==> config.mk <==
export PLATFORM = sky130hd
export DESIGN_NAME = modular_exponentiation
export DESIGN_NICKNAME = d
export VERILOG_FILES = /design/src/rtl/mexp_pkg.sv /design/src/rtl/mexp_mulmod.sv /design/src/rtl/modular_exponentiation.sv
export SDC_FILE = /design/constraint.sdc
export NUM_CORES = 1
export LEC_CHECK = 0
export BUFFER_PORTS_ARGS = -buffer_cell sky130_fd_sc_hd__buf_2
export CAP_MARGIN = 20
export CORE_MARGIN = 2
export CORE_UTILIZATION = 61
export DETAILED_ROUTE_END_ITERATION = 10
export GPL_TIMING_DRIVEN = 1
export PLACE_DENSITY = 0.85
export SLEW_MARGIN = 25
export SYNTH_ARGS = -nofsm -noshare
export SYNTH_HDL_FRONTEND = slang
export SYNTH_SLANG_ARGS = --single-unit
==> constraint.sdc <==
create_clock -name clk -period 6 [get_ports clk]
set_clock_uncertainty 0.15 [all_clocks]
set_input_delay 0.3 -clock clk [delete_from_list [all_inputs] [get_ports clk]]
set_output_delay 0.3 -clock clk [all_outputs]
set_load 0.1 [all_outputs]
==> src/rtl/mexp_pkg.sv <==
// mexp_pkg: shared widths, register indexes and unit interface types
// for the modular exponentiation block
// no dependencies
package mexp_pkg;

  // operand width of base, exponent, modulus and result
  localparam int OPERAND_BITS = 16;

  // iteration counter of the multiplier, holds 0..OPERAND_BITS
  localparam int CNT_W = $clog2(OPERAND_BITS + 1);

  // index of one exponent bit
  localparam int BIT_IDX_W = $clog2(OPERAND_BITS);

  // configuration register indexes
  localparam logic REG_EXPONENT = 1'b0;
  localparam logic REG_MODULUS  = 1'b1;

  // reset values of the configuration registers
  localparam logic [OPERAND_BITS-1:0] EXPONENT_RESET = OPERAND_BITS'(9341);
  localparam logic [OPERAND_BITS-1:0] MODULUS_RESET  = OPERAND_BITS'(10579);

  // request to the shared modular multiplier
  typedef struct packed {
    logic                    start;
    logic [OPERAND_BITS-1:0] multiplicand;
    logic [OPERAND_BITS-1:0] multiplier;
  } mm_req_t;

  // response from the shared modular multiplier
  typedef struct packed {
    logic                    done;
    logic [OPERAND_BITS-1:0] product;
  } mm_rsp_t;

endpackage

==> src/rtl/mexp_mulmod.sv <==
// mexp_mulmod: shift-add modular multiplier, one multiplier bit per cycle
// computes multiplicand * multiplier mod modulus, multiplicand below modulus
// depends on mexp_pkg
module mexp_mulmod (
  input  logic                             clk,
  input  logic                             rst,
  input  mexp_pkg::mm_req_t                req,
  input  logic [mexp_pkg::OPERAND_BITS-1:0] modulus,
  output mexp_pkg::mm_rsp_t                rsp
);

  logic [mexp_pkg::OPERAND_BITS-1:0] acc;
  logic [mexp_pkg::OPERAND_BITS-1:0] acc_next;
  logic [mexp_pkg::OPERAND_BITS-1:0] mcand;
  logic [mexp_pkg::OPERAND_BITS-1:0] mplier;
  logic [mexp_pkg::OPERAND_BITS-1:0] mod_r;
  logic [mexp_pkg::CNT_W-1:0]        cnt;
  logic                              busy;
  logic                              done;
  logic [mexp_pkg::OPERAND_BITS+1:0] sum;
  logic [mexp_pkg::OPERAND_BITS+1:0] mod_x1;
  logic [mexp_pkg::OPERAND_BITS+1:0] mod_x2;
  logic [mexp_pkg::OPERAND_BITS+1:0] sum_red;

  // double the partial product, add the multiplicand when the top bit is set,
  // then bring it back below the modulus (sum stays below three moduli)
  always_comb begin
    mod_x1 = {2'b00, mod_r};
    mod_x2 = {1'b0, mod_r, 1'b0};
    sum    = {1'b0, acc, 1'b0}
           + (mplier[mexp_pkg::OPERAND_BITS-1] ? {2'b00, mcand} : '0);
    if (sum >= mod_x2) begin
      sum_red = sum - mod_x2;
    end else if (sum >= mod_x1) begin
      sum_red = sum - mod_x1;
    end else begin
      sum_red = sum;
    end
    acc_next = sum_red[mexp_pkg::OPERAND_BITS-1:0];
  end

  // operand capture and one iteration per cycle
  always_ff @(posedge clk) begin
    if (req.start) begin
      acc    <= '0;
      mcand  <= req.multiplicand;
      mplier <= req.multiplier;
      mod_r  <= modulus;
    end else if (busy) begin
      acc    <= acc_next;
      mplier <= {mplier[mexp_pkg::OPERAND_BITS-2:0], 1'b0};
    end
  end

  // iteration control
  always_ff @(posedge clk) begin
    if (rst) begin
      busy <= 1'b0;
      done <= 1'b0;
      cnt  <= '0;
    end else begin
      done <= 1'b0;
      if (req.start) begin
        busy <= 1'b1;
        cnt  <= mexp_pkg::CNT_W'(mexp_pkg::OPERAND_BITS);
      end else if (busy) begin
        cnt <= cnt - 1'b1;
        if (cnt == mexp_pkg::CNT_W'(1)) begin
          busy <= 1'b0;
          done <= 1'b1;
        end
      end
    end
  end

  assign rsp.done    = done;
  assign rsp.product = acc;

endmodule

==> src/rtl/modular_exponentiation.sv <==
// modular_exponentiation: top level, base ** exponent mod modulus
// left-to-right square-and-multiply sequencer around one shared modular multiplier
// depends on mexp_pkg and mexp_mulmod
//
//   channel  | signals                              | direction
//   ---------+--------------------------------------+----------
//   input    | in_valid, in_ready, base             | in
//   result   | out_valid, out_ready, power_mod      | out
//   config   | cfg_valid, cfg_ready, cfg_index,     | in
//            | cfg_data (0 exponent, 1 modulus)     |
//
// each product comes from the multiplier, which handles one multiplier bit per cycle
// a result word takes one reduction, 16 squarings and one multiplication per set exponent bit,
// and the next base can be taken once the sequencer is back in idle
// in_ready is high only while the sequencer is idle; a modulus below two gives 0
// without using the multiplier; the result register holds the word until it is taken
// rst is synchronous and restores exponent 9341 and modulus 10579
module modular_exponentiation (
  input  logic                              clk,
  input  logic                              rst,
  input  logic                              in_valid,
  output logic                              in_ready,
  input  logic [mexp_pkg::OPERAND_BITS-1:0] base,
  output logic                              out_valid,
  input  logic                              out_ready,
  output logic [mexp_pkg::OPERAND_BITS-1:0] power_mod,
  input  logic                              cfg_valid,
  output logic                              cfg_ready,
  input  logic                              cfg_index,
  input  logic [mexp_pkg::OPERAND_BITS-1:0] cfg_data
);

  localparam logic [2:0] S_IDLE   = 3'd0;
  localparam logic [2:0] S_REDUCE = 3'd1;
  localparam logic [2:0] S_SQUARE = 3'd2;
  localparam logic [2:0] S_MULT   = 3'd3;
  localparam logic [2:0] S_DONE   = 3'd4;

  logic [2:0]                        state;
  logic [mexp_pkg::OPERAND_BITS-1:0] exponent;
  logic [mexp_pkg::OPERAND_BITS-1:0] modulus;
  logic [mexp_pkg::OPERAND_BITS-1:0] base_r;
  logic [mexp_pkg::OPERAND_BITS-1:0] base_red;
  logic [mexp_pkg::OPERAND_BITS-1:0] acc;
  logic [mexp_pkg::BIT_IDX_W-1:0]    bit_idx;
  logic                              start;
  mexp_pkg::mm_req_t                 mm_req;
  mexp_pkg::mm_rsp_t                 mm_rsp;
  logic                              in_acc;
  logic                              out_load;

  assign cfg_ready = 1'b1;
  assign in_ready  = (state == S_IDLE);
  assign in_acc    = in_valid && in_ready;
  assign out_load  = (state == S_DONE) && (!out_valid || out_ready);

  // configuration registers
  always_ff @(posedge clk) begin
    if (rst) begin
      exponent <= mexp_pkg::EXPONENT_RESET;
      modulus  <= mexp_pkg::MODULUS_RESET;
    end else if (cfg_valid && cfg_ready) begin
      case (cfg_index)
        mexp_pkg::REG_EXPONENT: exponent <= cfg_data;
        mexp_pkg::REG_MODULUS:  modulus  <= cfg_data;
        default: ;
      endcase
    end
  end

  // operand selection for the shared multiplier
  always_comb begin
    mm_req.start = start;
    case (state)
      S_REDUCE: begin
        // base * 1 mod modulus reduces the base
        mm_req.multiplicand = mexp_pkg::OPERAND_BITS'(1);
        mm_req.multiplier   = base_r;
      end
      S_SQUARE: begin
        mm_req.multiplicand = acc;
        mm_req.multiplier   = acc;
      end
      S_MULT: begin
        mm_req.multiplicand = base_red;
        mm_req.multiplier   = acc;
      end
      default: begin
        mm_req.multiplicand = acc;
        mm_req.multiplier   = acc;
      end
    endcase
  end

  mexp_mulmod u_mulmod (
    .clk     (clk),
    .rst     (rst),
    .req     (mm_req),
    .modulus (modulus),
    .rsp     (mm_rsp)
  );

  // square-and-multiply sequencer
  always_ff @(posedge clk) begin
    if (rst) begin
      state   <= S_IDLE;
      start   <= 1'b0;
      bit_idx <= '0;
    end else begin
      start <= 1'b0;
      case (state)
        S_IDLE: begin
          if (in_acc) begin
            if (modulus < mexp_pkg::OPERAND_BITS'(2)) begin
              state <= S_DONE;
            end else begin
              state <= S_REDUCE;
              start <= 1'b1;
            end
          end
        end
        S_REDUCE: begin
          if (mm_rsp.done) begin
            bit_idx <= mexp_pkg::BIT_IDX_W'(mexp_pkg::OPERAND_BITS - 1);
            state   <= S_SQUARE;
            start   <= 1'b1;
          end
        end
        S_SQUARE: begin
          if (mm_rsp.done) begin
            if (exponent[bit_idx]) begin
              state <= S_MULT;
              start <= 1'b1;
            end else if (bit_idx == '0) begin
              state <= S_DONE;
            end else begin
              bit_idx <= bit_idx - 1'b1;
              start   <= 1'b1;
            end
          end
        end
        S_MULT: begin
          if (mm_rsp.done) begin
            if (bit_idx == '0) begin
              state <= S_DONE;
            end else begin
              bit_idx <= bit_idx - 1'b1;
              state   <= S_SQUARE;
              start   <= 1'b1;
            end
          end
        end
        S_DONE: begin
          if (out_load) begin
            state <= S_IDLE;
          end
        end
        default: begin
          state <= S_IDLE;
        end
      endcase
    end
  end

  // working values
  always_ff @(posedge clk) begin
    if (in_acc) begin
      base_r <= base;
      acc    <= '0;
    end else if (mm_rsp.done) begin
      if (state == S_REDUCE) begin
        base_red <= mm_rsp.product;
        acc      <= mexp_pkg::OPERAND_BITS'(1);
      end else begin
        acc <= mm_rsp.product;
      end
    end
  end

  // result register
  always_ff @(posedge clk) begin
    if (rst) begin
      out_valid <= 1'b0;
    end else if (out_load) begin
      out_valid <= 1'b1;
    end else if (out_ready) begin
      out_valid <= 1'b0;
    end
  end

  always_ff @(posedge clk) begin
    if (out_load) begin
      power_mod <= acc;
    end
  end

endmodule
---- Word-level counts from Yosys, hierarchy flattened ----
Index checks and enable logic that the tools add are counted.
cells by class
  mux-type cells .......................... 41
  magnitude comparators ................... 4
  equality and inequality tests ........... 12
  add/sub/neg operators ................... 5
  reduce and logical (&&, ||, !) cells .... 16
  bitwise operators ....................... 3
operator list
  cell                 number
  $mux 16              6
  $pmux 32 s2          1
  $sub 16x16->16       2
  $mux 3               9
  $mux 4               5
  $add 17x16->18       1
  $ge 18x16->1         1
  $ge 18x17->1         1
  $lt 16x2->1 const B  1
  $pmux 3 s5           1
  $mux 1               14
  $pmux 4 s3           1
  $mux 5               2
  $ne 2x1->1 const B   4
  $eq 3x2->1 const B   2
  $reduce_and 6->1     1
  $eq 5x1->1 const B   1
  $lt 4x5->1 const B   1
  $reduce_and 5->1     1
  $sub 5x1->5 const B  1
  $bmux 1 s4           1
  $logic_not 4->1      1
  $ne 2x2->1 const B   2
  $pmux 1 s4           1
  15 further kinds     20
storage, ports and cells
  register bits ........................... 176
  output and inout port bits .............. 19

---- Logic depth before layout (Yosys ltp) ----
Gate-level depths: netlist of run 1.
  depth after elaboration ................. 5
  depth in mapped cells ................... 21
  mapped depth without buffers ............ 19

---- Modules after synthesis ----
Synthesis of run 1 repeated with hierarchy kept, for this count alone.
second synthesis, totals
  cells, all modules ...................... 1012
  area total of the unflattened synthesis .. 9661.8 um2
by module, submodules not included
  module                  area an instance (um2)  sequential area each (um2)  instances  cells an instance
  mexp_mulmod             5265.0                  1901.8                      1          551
  modular_exponentiation  4396.7                  2582.5                      1          461

---- Worst setup path before layout of run 1 ----
Ideal clock, no wire load.
  kind .................................... reg-to-reg
  start ................................... reg u_mulmod.mplier[15] (netlist name)
  end ..................................... reg u_mulmod.acc[0] (netlist name)
  setup slack ............................. 1.297 ns
  path buffers ............................ 1
  stages on the path, launching flop included .. 19
  data arrival time ....................... 4.473 ns
  clock period less this slack ............ 4.703 ns
  data required time ...................... 5.771 ns
  path through ............................ edfxtp_1 clkbuf_1 and2_1 ha_1 a21o_1 or2_2 o211a_1 o21a_1 or3_1 o311ai_0 ha_1 nand4_1 nor3_1 a2111oi_0 o21ai_0 a211o_1 o21ai_2 mux2_4 a211oi_2
on the way
  word-level cells in the longest chain between the ends .. 5
ends and longest elaborated chain
  what                                            line                                  text
  from (decl)                                     mexp_mulmod.sv:15                     logic [mexp_pkg::OPERAND_BITS-1:0] mplier;
  from (signal assigned)                          mexp_mulmod.sv:47                     mplier <= req.multiplier;
  from (signal assigned)                          mexp_mulmod.sv:51                     mplier <= {mplier[mexp_pkg::OPERAND_BITS-2:0], 1'b0};
  $mux 16 (*)                                     mexp_mulmod.sv:31                     + (mplier[mexp_pkg::OPERAND_BITS-1] ? {2'b00, mcand} : '0);
  $add 17x16->18 (*)                              mexp_mulmod.sv:31
  $sub 16x16->16 or $ge 18x16->1 (tied branches)  mexp_mulmod.sv:35, mexp_mulmod.sv:34
  $mux 16                                         mexp_mulmod.sv:34                     end else if (sum >= mod_x1) begin
  $mux 16 (*)                                     mexp_mulmod.sv:32                     if (sum >= mod_x2) begin
  to (signal assigned)                            mexp_mulmod.sv:50                     acc <= acc_next;
  to (decl)                                       mexp_mulmod.sv:12                     logic [mexp_pkg::OPERAND_BITS-1:0] acc;
Every way passes the cells marked *; elsewhere a longest branch is shown, timed or not.
A chain may end at the register's enable or synchronous reset.

---- Worst setup path after layout of run 1 ----
  start ................................... reg u_mulmod.mplier[15] (netlist name)
  end ..................................... reg u_mulmod.acc[5] (netlist name)
Same word-level chain as after synthesis.

==> Flow_metrics.wiki, run 1 <==
{| class="wikitable"
! Metric !! Value
|-
| Status || completed
|-
| Final Max Slew Viols || 0
|-
| DPL Wire Length || about 15000 um
|-
| Top Metal Used || met4
|-
| Core region area || roughly 15000 um2
|-
| Height of the die || about 130 um
|-
| Leak Pwr || ~0.0042 uW
|-
| Crit Reg-Reg Endpoint || u_mulmod.acc[5]$_SDFFE_PP0P_
|-
| Int Power || 3040 uW
|-
| Setup Fix Bufs, Post-CTS || 0
|-
| Sum of internal, switching and leakage power || 5150 uW
|-
| Transition time at the pin with the least slew margin || 1080 ps
|-
| Total routed wire length on the met1 layer || 9330 um
|-
| CTS tree || built
|-
| Layout fillers || between 1000 and 1500
|-
| Total of endpoints with negative setup slack in the final report || 0
|-
| Post-Syn Nets || about 1100
|-
| Fin nets || 1118
|-
| Most frequent cell after synthesis || sky130_fd_sc_hd__nand2_1
|-
| Sequential group share of total power || 30.3%
|-
| Final wirelength || approximately 23000 um
|-
| Share of total power consumed by net switching || about two fifths
|-
| First-iteration detailed-routing DRC count || roughly 680
|-
| Routed length on met2 || between 10000 and 15000 um
|-
| Critical path required time || 6190 ps
|-
| RD Place Congestion || between 0.9 and 1
|-
| Proportion of netlist area held by the largest area contributor || between 30% and 40%
|-
| Share of synthesized area occupied by flip-flops and latches || 48.0%
|-
| Avg Synthesized Cell Area || ~9.7 um2
|-
| Register bit total from synthesis || 176
|-
| Layout area overhead || 14.1%
|-
| Number of I/O pins || between 50 and 60
|-
| Routed wirelength normalized by instance count || roughly 19 um
|-
| Fraction of synthesis flops using an asynchronous set or reset pin || 0%
|-
| Top fanout value on the critical path || 16
|-
| Sum of negative setup slack || 0 ps
|-
| First-pass GRT wire length || 37200 um
|-
| Post-cts gate resize count || 0
|-
| Fraction of layout instances using a drive strength above 1 || between 10% and 20%
|-
| Hold Path Sink || out_valid$_SDFFE_PP0P_
|-
| Critical Setup Path Class || reg -> reg
|-
| 1st-pass router iterations || 7
|-
| Most used flip-flop cell after synthesis || sky130_fd_sc_hd__edfxtp_1
|-
| Count of unique library cells instantiated by Yosys || 70
|-
| Maximum vdd ir drop || approximately 0.32 mV
|-
| FMAX || around 180 MHz
|-
| Worst slack after detailed placement || between 600 and 700 ps
|-
| Post-detailed-route count of antenna-violating nets || 0
|-
| Unrepaired setup endpoints after global routing || no
|-
| Clock Sink Count || approximately 180
|-
| Crit path setup slack, layout || 497 ps
|-
| Vias/cell || around 6.3
|-
| Worst min-delay path category || in -> reg
|-
| Cell type with the largest total area after synthesis || sky130_fd_sc_hd__edfxtp_1
|-
| Number of buffers added by the clock tree synthesis step || 17
|-
| Routed length on met3 || 1440 um
|-
| Number of maximum-capacitance constraint violations || 0
|-
| Max clock buf depth || 2
|-
| Clock slew at reported path FFs || approximately 70 ps
|-
| Final std cell area, no fill || approximately 11000 um2
|-
| Post-Syn Area || between 9000 and 10000 um2
|-
| Inserted Diodes || 0
|-
| Total of warnings raised by yosys || 0
|-
| Antenna violations before repair || 0
|-
| Overflow left after global routing || 0
|-
| Die X || 128 um
|-
| Most frequent cells after synthesis || sky130_fd_sc_hd__nand2_1, sky130_fd_sc_hd__edfxtp_1, sky130_fd_sc_hd__dfxtp_1, sky130_fd_sc_hd__a21oi_1, sky130_fd_sc_hd__nor2_1
|-
| R2r worst-path depth || 18
|-
| P per Cell Area || 483 nW/um2
|-
| CTS Root Cell || sky130_fd_sc_hd__clkbuf_16
|-
| Via count || between 7000 and 8000
|-
| Synth Instances || just under 1000
|-
| CP Capture Type || flop
|-
| Number of cell rows || 45
|-
| Latest clock arrival within the worst-skew pair || between 400 and 500 ps
|-
| Total of hold buffers inserted after clock tree synthesis || 32
|-
| Worst relative slew slack || 27.9%
|-
| Power share of the clock group || between 20 and 25%
|-
| Kind of start point of the critical path || flop
|-
| IO buf count || 55
|-
| Die outline area || approximately 16000 um2
|-
| Cell area reported after detailed placement || just under 10000 um2
|-
| GRT Total Usage || 29.0%
|-
| Final-report hold violation count || 0
|-
| Critical hold path startpoint || out_ready
|-
| Via count of the first global-routing pass || 7482
|-
| Placed Cells || between 1000 and 1500
|-
| DRC Markers || 0
|-
| Fraction of power consumed by combinational cells || between 40% and 50%
|-
| Fin crit period || approximately 5500 ps
|-
| Largest net degree at the start of global routing || 79
|-
| H-Tree Level Count || 4
|-
| Crit path arrival time || around 5700 ps
|-
| Worst reg2reg path startpoint || u_mulmod.mplier[15]$_DFFE_PP_
|-
| Number of flops mapped to enable cells by yosys || 96
|-
| Initial standard-cell utilization of the core || between 60% and 70%
|-
| Power spent charging and discharging nets || about 2100 uW
|-
| Number of cells on the worst hold path || 4
|-
| Cell types with the largest area share after synthesis || sky130_fd_sc_hd__edfxtp_1, sky130_fd_sc_hd__dfxtp_1, sky130_fd_sc_hd__ha_1
|-
| Register-to-register setup slack || 500 ps
|-
| Non-filler instance count after layout || ~1200
|-
| Share of the cycle needed by the critical path after routing || 91.7%
|}
## cell type report
cell class / instances / area [um2] / share of cell area, %
clock buffers: 18 / 429 / 4.03
clock inverters: 14 / 196 / 1.84
inverters: 42 / 158 / 1.48
multi-input cells: 697 / 4510 / 42.3
flip-flops and latches: 176 / 4490 / 42.1
well taps: 188 / 235 / 2.21
repair buffers: 93 / 641 / 6.01
## registers in the layout, summed over array words and instances (netlist names)
register	flops
acc	16
base_r	16
base_red	16
exponent	16
modulus	16
power_mod	16
u_mulmod.acc	16
u_mulmod.mcand	16
u_mulmod.mod_r	16
u_mulmod.mplier	16
u_mulmod.cnt	5
bit_idx	4
state	3
out_valid	1
start	1
u_mulmod.busy	1
u_mulmod.done	1
## cells in the final DEF (no fill, tap or decap), types with 4 or more instances in the layout
cell type,count
sky130_fd_sc_hd__o211ai_1,7
sky130_fd_sc_hd__o31ai_1,5
sky130_fd_sc_hd__o211a_1,6
sky130_fd_sc_hd__a21o_1,14
sky130_fd_sc_hd__nand2_1,128
sky130_fd_sc_hd__nand4_1,4
sky130_fd_sc_hd__or2_2,6
sky130_fd_sc_hd__dfxtp_1,78
sky130_fd_sc_hd__xnor2_1,25
sky130_fd_sc_hd__and3_1,6
sky130_fd_sc_hd__or3_1,4
sky130_fd_sc_hd__nand2b_1,23
sky130_fd_sc_hd__nor2_1,67
sky130_fd_sc_hd__o21a_1,6
sky130_fd_sc_hd__mux4_2,5
sky130_fd_sc_hd__buf_2,55
sky130_fd_sc_hd__nand3_1,27
sky130_fd_sc_hd__clkbuf_16,17
sky130_fd_sc_hd__dlygate4sd3_1,32
sky130_fd_sc_hd__buf_4,6
sky130_fd_sc_hd__and2_1,18
sky130_fd_sc_hd__edfxtp_1,96
sky130_fd_sc_hd__nor4_1,4
sky130_fd_sc_hd__a22o_1,16
sky130_fd_sc_hd__nor3_1,18
sky130_fd_sc_hd__nand3b_1,16
sky130_fd_sc_hd__a311oi_1,9
sky130_fd_sc_hd__o21ai_0,49
sky130_fd_sc_hd__nor2b_1,13
sky130_fd_sc_hd__inv_1,41
sky130_fd_sc_hd__xor2_1,11
sky130_fd_sc_hd__a211oi_1,16
sky130_fd_sc_hd__a21oi_1,71
sky130_fd_sc_hd__ha_1,50
sky130_fd_sc_hd__a31oi_1,20
## worst max-delay path by stage
stage | from | to | slack (ps) | cells after the start
5_1_grt | u_mulmod.mplier[15]$_DFFE_PP_ | u_mulmod.acc[10]$_SDFFE_PP0P_ | 60 | 20
4_1_cts | u_mulmod.mplier[15]$_DFFE_PP_ | u_mulmod.acc[10]$_SDFFE_PP0P_ | 590 | 20
6_report | u_mulmod.mplier[15]$_DFFE_PP_ | u_mulmod.acc[5]$_SDFFE_PP0P_ | 500 | 18
2_1_floorplan | u_mulmod.mplier[15]$_DFFE_PP_ | u_mulmod.acc[0]$_SDFFE_PP0P_ | 1300 | 18
3_3_place_gp | u_mulmod.mplier[15]$_DFFE_PP_ | u_mulmod.acc[10]$_SDFFE_PP0P_ | 800 | 20
3_5_place_dp | u_mulmod.mplier[15]$_DFFE_PP_ | u_mulmod.acc[10]$_SDFFE_PP0P_ | 640 | 20
## cells by family after synthesis
group,count (synthesis),share of synthesized area (%)
DFF,176,48.0
adders and majority gates,53,7.34
other,1,0.0402
and+or+nand+nor,345,17.8
muxes,11,1.93
buffers and inverters,89,3.71
AOI/OAI and AO/OA,251,17.8
xor gates and xnor gates,36,3.38
## worst max-delay path: stages (launching register included)
cell and delay, ps:
sky130_fd_sc_hd__edfxtp_1 570, sky130_fd_sc_hd__nand2_1 180, sky130_fd_sc_hd__inv_1 60, sky130_fd_sc_hd__ha_1 290, sky130_fd_sc_hd__a211oi_1 260, sky130_fd_sc_hd__o21ai_0 270
sky130_fd_sc_hd__o21ai_0 250, sky130_fd_sc_hd__a21oi_1 110, sky130_fd_sc_hd__xnor2_1 830, sky130_fd_sc_hd__inv_1 420, sky130_fd_sc_hd__ha_1 420, sky130_fd_sc_hd__o2111ai_1 90
sky130_fd_sc_hd__nor3_1 160, sky130_fd_sc_hd__o21ai_0 130, sky130_fd_sc_hd__o211ai_1 180, sky130_fd_sc_hd__nor3_4 90, sky130_fd_sc_hd__buf_4 200, sky130_fd_sc_hd__or3b_2 480
sky130_fd_sc_hd__a311oi_1 260
## through the flow
step / hold WS [ps] / util [%]
final: 52.0 / 70.6
after global routing: 98.2 / 70.6
after floorplan: 249 / -
after global placement: 265 / 64.3
after CTS: 44.3 / 70.6
after detailed placement: 278 / 64.3
## power groups by stage
stage	Clock, uW	Combinational, uW	Sequential, uW
2_1_floorplan	0	1780	1560
3_3_place_gp	0	2270	1580
3_5_place_dp	0	2300	1580
4_1_cts	1180	2340	1560
5_1_grt	1230	2620	1570
6_report	1180	2410	1560
## per-layer routing
metal	GRT usage, %	up-vias
li1	-	3631
met1	37.1	3673
met2	48.4	385
met3	5.22	72
met4	13.1	0
met5	0	-
(Power assumes the default switching activity.)
==> run 2, diff against run 1 <==
BUFFER_PORTS_ARGS = default   (was -buffer_cell sky130_fd_sc_hd__buf_2)
CORE_UTILIZATION = 64   (was 61)
DONT_BUFFER_PORTS = 1   (was default)
==> run 2 against run 1 <==
  * First-iteration DRC count decreased by 15%
  * Critical path depth increased by 2
  * Clock-buffer cell count unchanged
  * Largest cell class unchanged
==> Flow_metrics.wiki, run 2 (same netlist as run 1, synthesis figures left out) <==
{| class="wikitable"
! Metric !! Value
|-
| Status || completed
|-
| Cell-by-cell listing of the critical path || and2_1 -> ha_1 -> inv_1 -> fa_1 -> nor2b_1 -> o2111a_1 -> o211a_1 -> nor2_1 -> o21ai_0 -> xor2_1 -> ha_1 -> nand3_1 -> nor3_1 -> a2111oi_0 -> o21ai_0 -> a211oi_2 -> buf_4 -> nand2_4 -> a2111oi_0 -> a311oi_1
|-
| Non-filler instance count after layout || 1176 (-4.2%)
|-
| First-iteration detailed-routing DRC count || 577 (-15%)
|-
| RD Place Congestion || 0.973 (-0.15%)
|-
| Int Power || 2920 uW (-4.1%)
|-
| Layout fillers || 928 (-13%)
|-
| Critical path required time || 6170 ps (-20 ps)
|-
| Final std cell area, no fill || 10400 um2 (-2.5%)
|-
| Max clock buf depth || 2 (unchanged)
|-
| Height of the die || 125 um (-2.3%)
|-
| Layout area overhead || 11.3%
|-
| Vias/cell || 6.44 (+2.0%)
|-
| DPL Wire Length || 15100 um (-1.3%)
|-
| Most used cells in the layout excluding fill and tap cells || sky130_fd_sc_hd__nand2_1, sky130_fd_sc_hd__edfxtp_1, sky130_fd_sc_hd__dfxtp_1
|-
| Sequential group share of total power || 31.5% (+1.2 points)
|-
| IO buf count || 0 (-100%)
|-
| Number of I/O pins || 57 (unchanged)
|-
| Latest clock arrival within the worst-skew pair || 450 ps (+20 ps)
|-
| Critical Setup Path Class || reg -> reg
|-
| Fraction of layout instances using a drive strength above 1 || 6.85% (-4.7 points)
|-
| CP Capture Type || flop
|-
| Largest net degree at the start of global routing || 79 (unchanged)
|-
| Crit path arrival time || 5640 ps (-50 ps)
|-
| Share of the cycle needed by the critical path after routing || 91.2% (-0.54 points)
|-
| Crit path largest cell delay || 580 ps (-250 ps)
|-
| Power share of the clock group || 21.0% (-1.9 points)
|-
| Sum of negative setup slack || 0 ps (unchanged)
|-
| Maximum vdd ir drop || 0.325 mV (+0.31%)
|-
| Final-report hold violation count || 0 (unchanged)
|-
| P per Cell Area || 484 nW/um2 (+0.26%)
|-
| Via count of the first global-routing pass || 7237 (-3.3%)
|-
| Overflow left after global routing || 0 (unchanged)
|-
| H-Tree Level Count || 4 (unchanged)
|-
| Final wirelength || 22900 um (+0.27%)
|-
| Unrepaired setup endpoints after global routing || no
|-
| Initial standard-cell utilization of the core || 65.0% (+3.1 points)
|-
| Fin nets || 1070 (-4.3%)
|-
| Fraction of power consumed by combinational cells || 47.5% (+0.8 points)
|-
| 1st-pass router iterations || 5 (-2)
|-
| Leak Pwr || 0.00400 uW (-5.0%)
|-
| Sum of internal, switching and leakage power || 5040 uW (-2.2%)
|-
| Worst relative slew slack || 29.7% (+1.8 points)
|-
| CTS Root Cell || sky130_fd_sc_hd__clkbuf_16
|-
| Fin crit period || 5470 ps (-32.1 ps)
|-
| Placed Cells || 1109 (-4.7%)
|-
| Post-cts gate resize count || 0 (unchanged)
|-
| Total of endpoints with negative setup slack in the final report || 0 (unchanged)
|-
| Routed wirelength normalized by instance count || 19.5 um (+4.7%)
|-
| Clock Sink Count || 176 (unchanged)
|-
| Kind of start point of the critical path || flop
|-
| Post-detailed-route count of antenna-violating nets || 0 (unchanged)
|-
| Final Max Slew Viols || 0 (unchanged)
|-
| Antenna violations before repair || 0 (unchanged)
|-
| GRT Total Usage || 29.7% (+0.67 points)
|-
| Number of maximum-capacitance constraint violations || 0 (unchanged)
|-
| Inserted Diodes || 0 (unchanged)
|-
| Power spent charging and discharging nets || 2120 uW (+0.48%)
|-
| Worst min-delay path category || in -> reg
|-
| CTS tree || built
|-
| Share of total power consumed by net switching || 42.1% (+1.1 points)
|-
| Via count || 7579 (-2.3%)
|-
| First-pass GRT wire length || 36700 um (-1.2%)
|-
| Transition time at the pin with the least slew margin || 1050 ps (-26.5 ps)
|-
| Top fanout value on the critical path || 16 (unchanged)
|-
| Die X || 125 um (-2.3%)
|-
| Number of buffers added by the clock tree synthesis step || 17 (unchanged)
|-
| Slowest CP cell || sky130_fd_sc_hd__edfxtp_1
|-
| Clock slew at reported path FFs || 70 ps (about the same)
|-
| Leading cell type in the layout, fill and taps excluded || sky130_fd_sc_hd__nand2_1
|-
| Number of cell rows || 44 (-2.2%)
|-
| Die outline area || 15600 um2 (-4.5%)
|-
| Core region area || 14400 um2 (-4.8%)
|-
| DRC Markers || 0 (unchanged)
|-
| Cell area reported after detailed placement || 9480 um2 (-2.4%)
|-
| FMAX || 183 MHz (+0.59%)
|}
run 2: metrics by stage:
stage / worst slack (ps) / hold slack [ps] / utilization [%]
after floorplan: 1300 / 249 / -
after global placement: 849 / 223 / 66.0
after detailed placement: 668 / 225 / 66.0
after CTS: 594 / 3.50 / 72.3
after global routing: 170 / 24.3 / 72.3
final: 529 / 9.21 / 72.3
run 2: timing repair:
item | 4_1_cts | 5_1_grt
hold buffers | 35 | 0
hold endpoints to repair | 64 | 0
buffers inserted | 0 | 0
run 2: layer usage:
metal,vias to the layer above,track usage [%],routed length (um)
met3,78,5.46,1550
met4,0,15.2,972
li1,3529,-,-
met1,3606,37.5,9250
met2,366,48.9,11200
met5,-,0,0
run 2: final timing paths:
| kind | startpoint | end | slack [ps] | depth (start not counted) |
|---|---|---|---|---|
| max | u_mulmod.mplier[15]$_DFFE_PP_ | u_mulmod.acc[10]$_SDFFE_PP0P_ | 530 | 20 |
| min | rst | state[1]$_SDFFE_PP0P_ | 9 | 2 |
| min reg2reg | modulus[0]$_SDFFE_PP1P_ | u_mulmod.mod_r[0]$_DFFE_PP_ | 290 | 0 |
| max reg2reg | u_mulmod.mplier[15]$_DFFE_PP_ | u_mulmod.acc[10]$_SDFFE_PP0P_ | 530 | 20 |
run 2: worst max-delay path: cells and delay by family, from the launching register on:
kind	cells	cell delay [ps]
and+or+nand+nor	6	770
DFF	1	580
AOI/OAI and AO/OA	8	2240
buffers and inverters	2	290
xor gates and xnor gates	1	310
adders and majority gates	3	990
run 2: cell type report:
class | count | area, um2 | share of cell area, %
multi-input cells | 697 | 4510 | 43.4
flip-flops and latches | 176 | 4490 | 43.2
repair buffers | 45 | 453 | 4.36
clock buffers | 18 | 429 | 4.13
well taps | 184 | 230 | 2.21
inverters | 42 | 158 | 1.52
clock inverters | 14 | 126 | 1.22
run 2: power by group through the flow:
stage | sequential, uW | clock, uW | combinational, uW
floorplan | 1560 | 0 | 1780
global placement | 1600 | 0 | 2240
detailed placement | 1610 | 0 | 2280
CTS | 1580 | 1050 | 2330
global route | 1600 | 1100 | 2600
finish | 1590 | 1060 | 2390
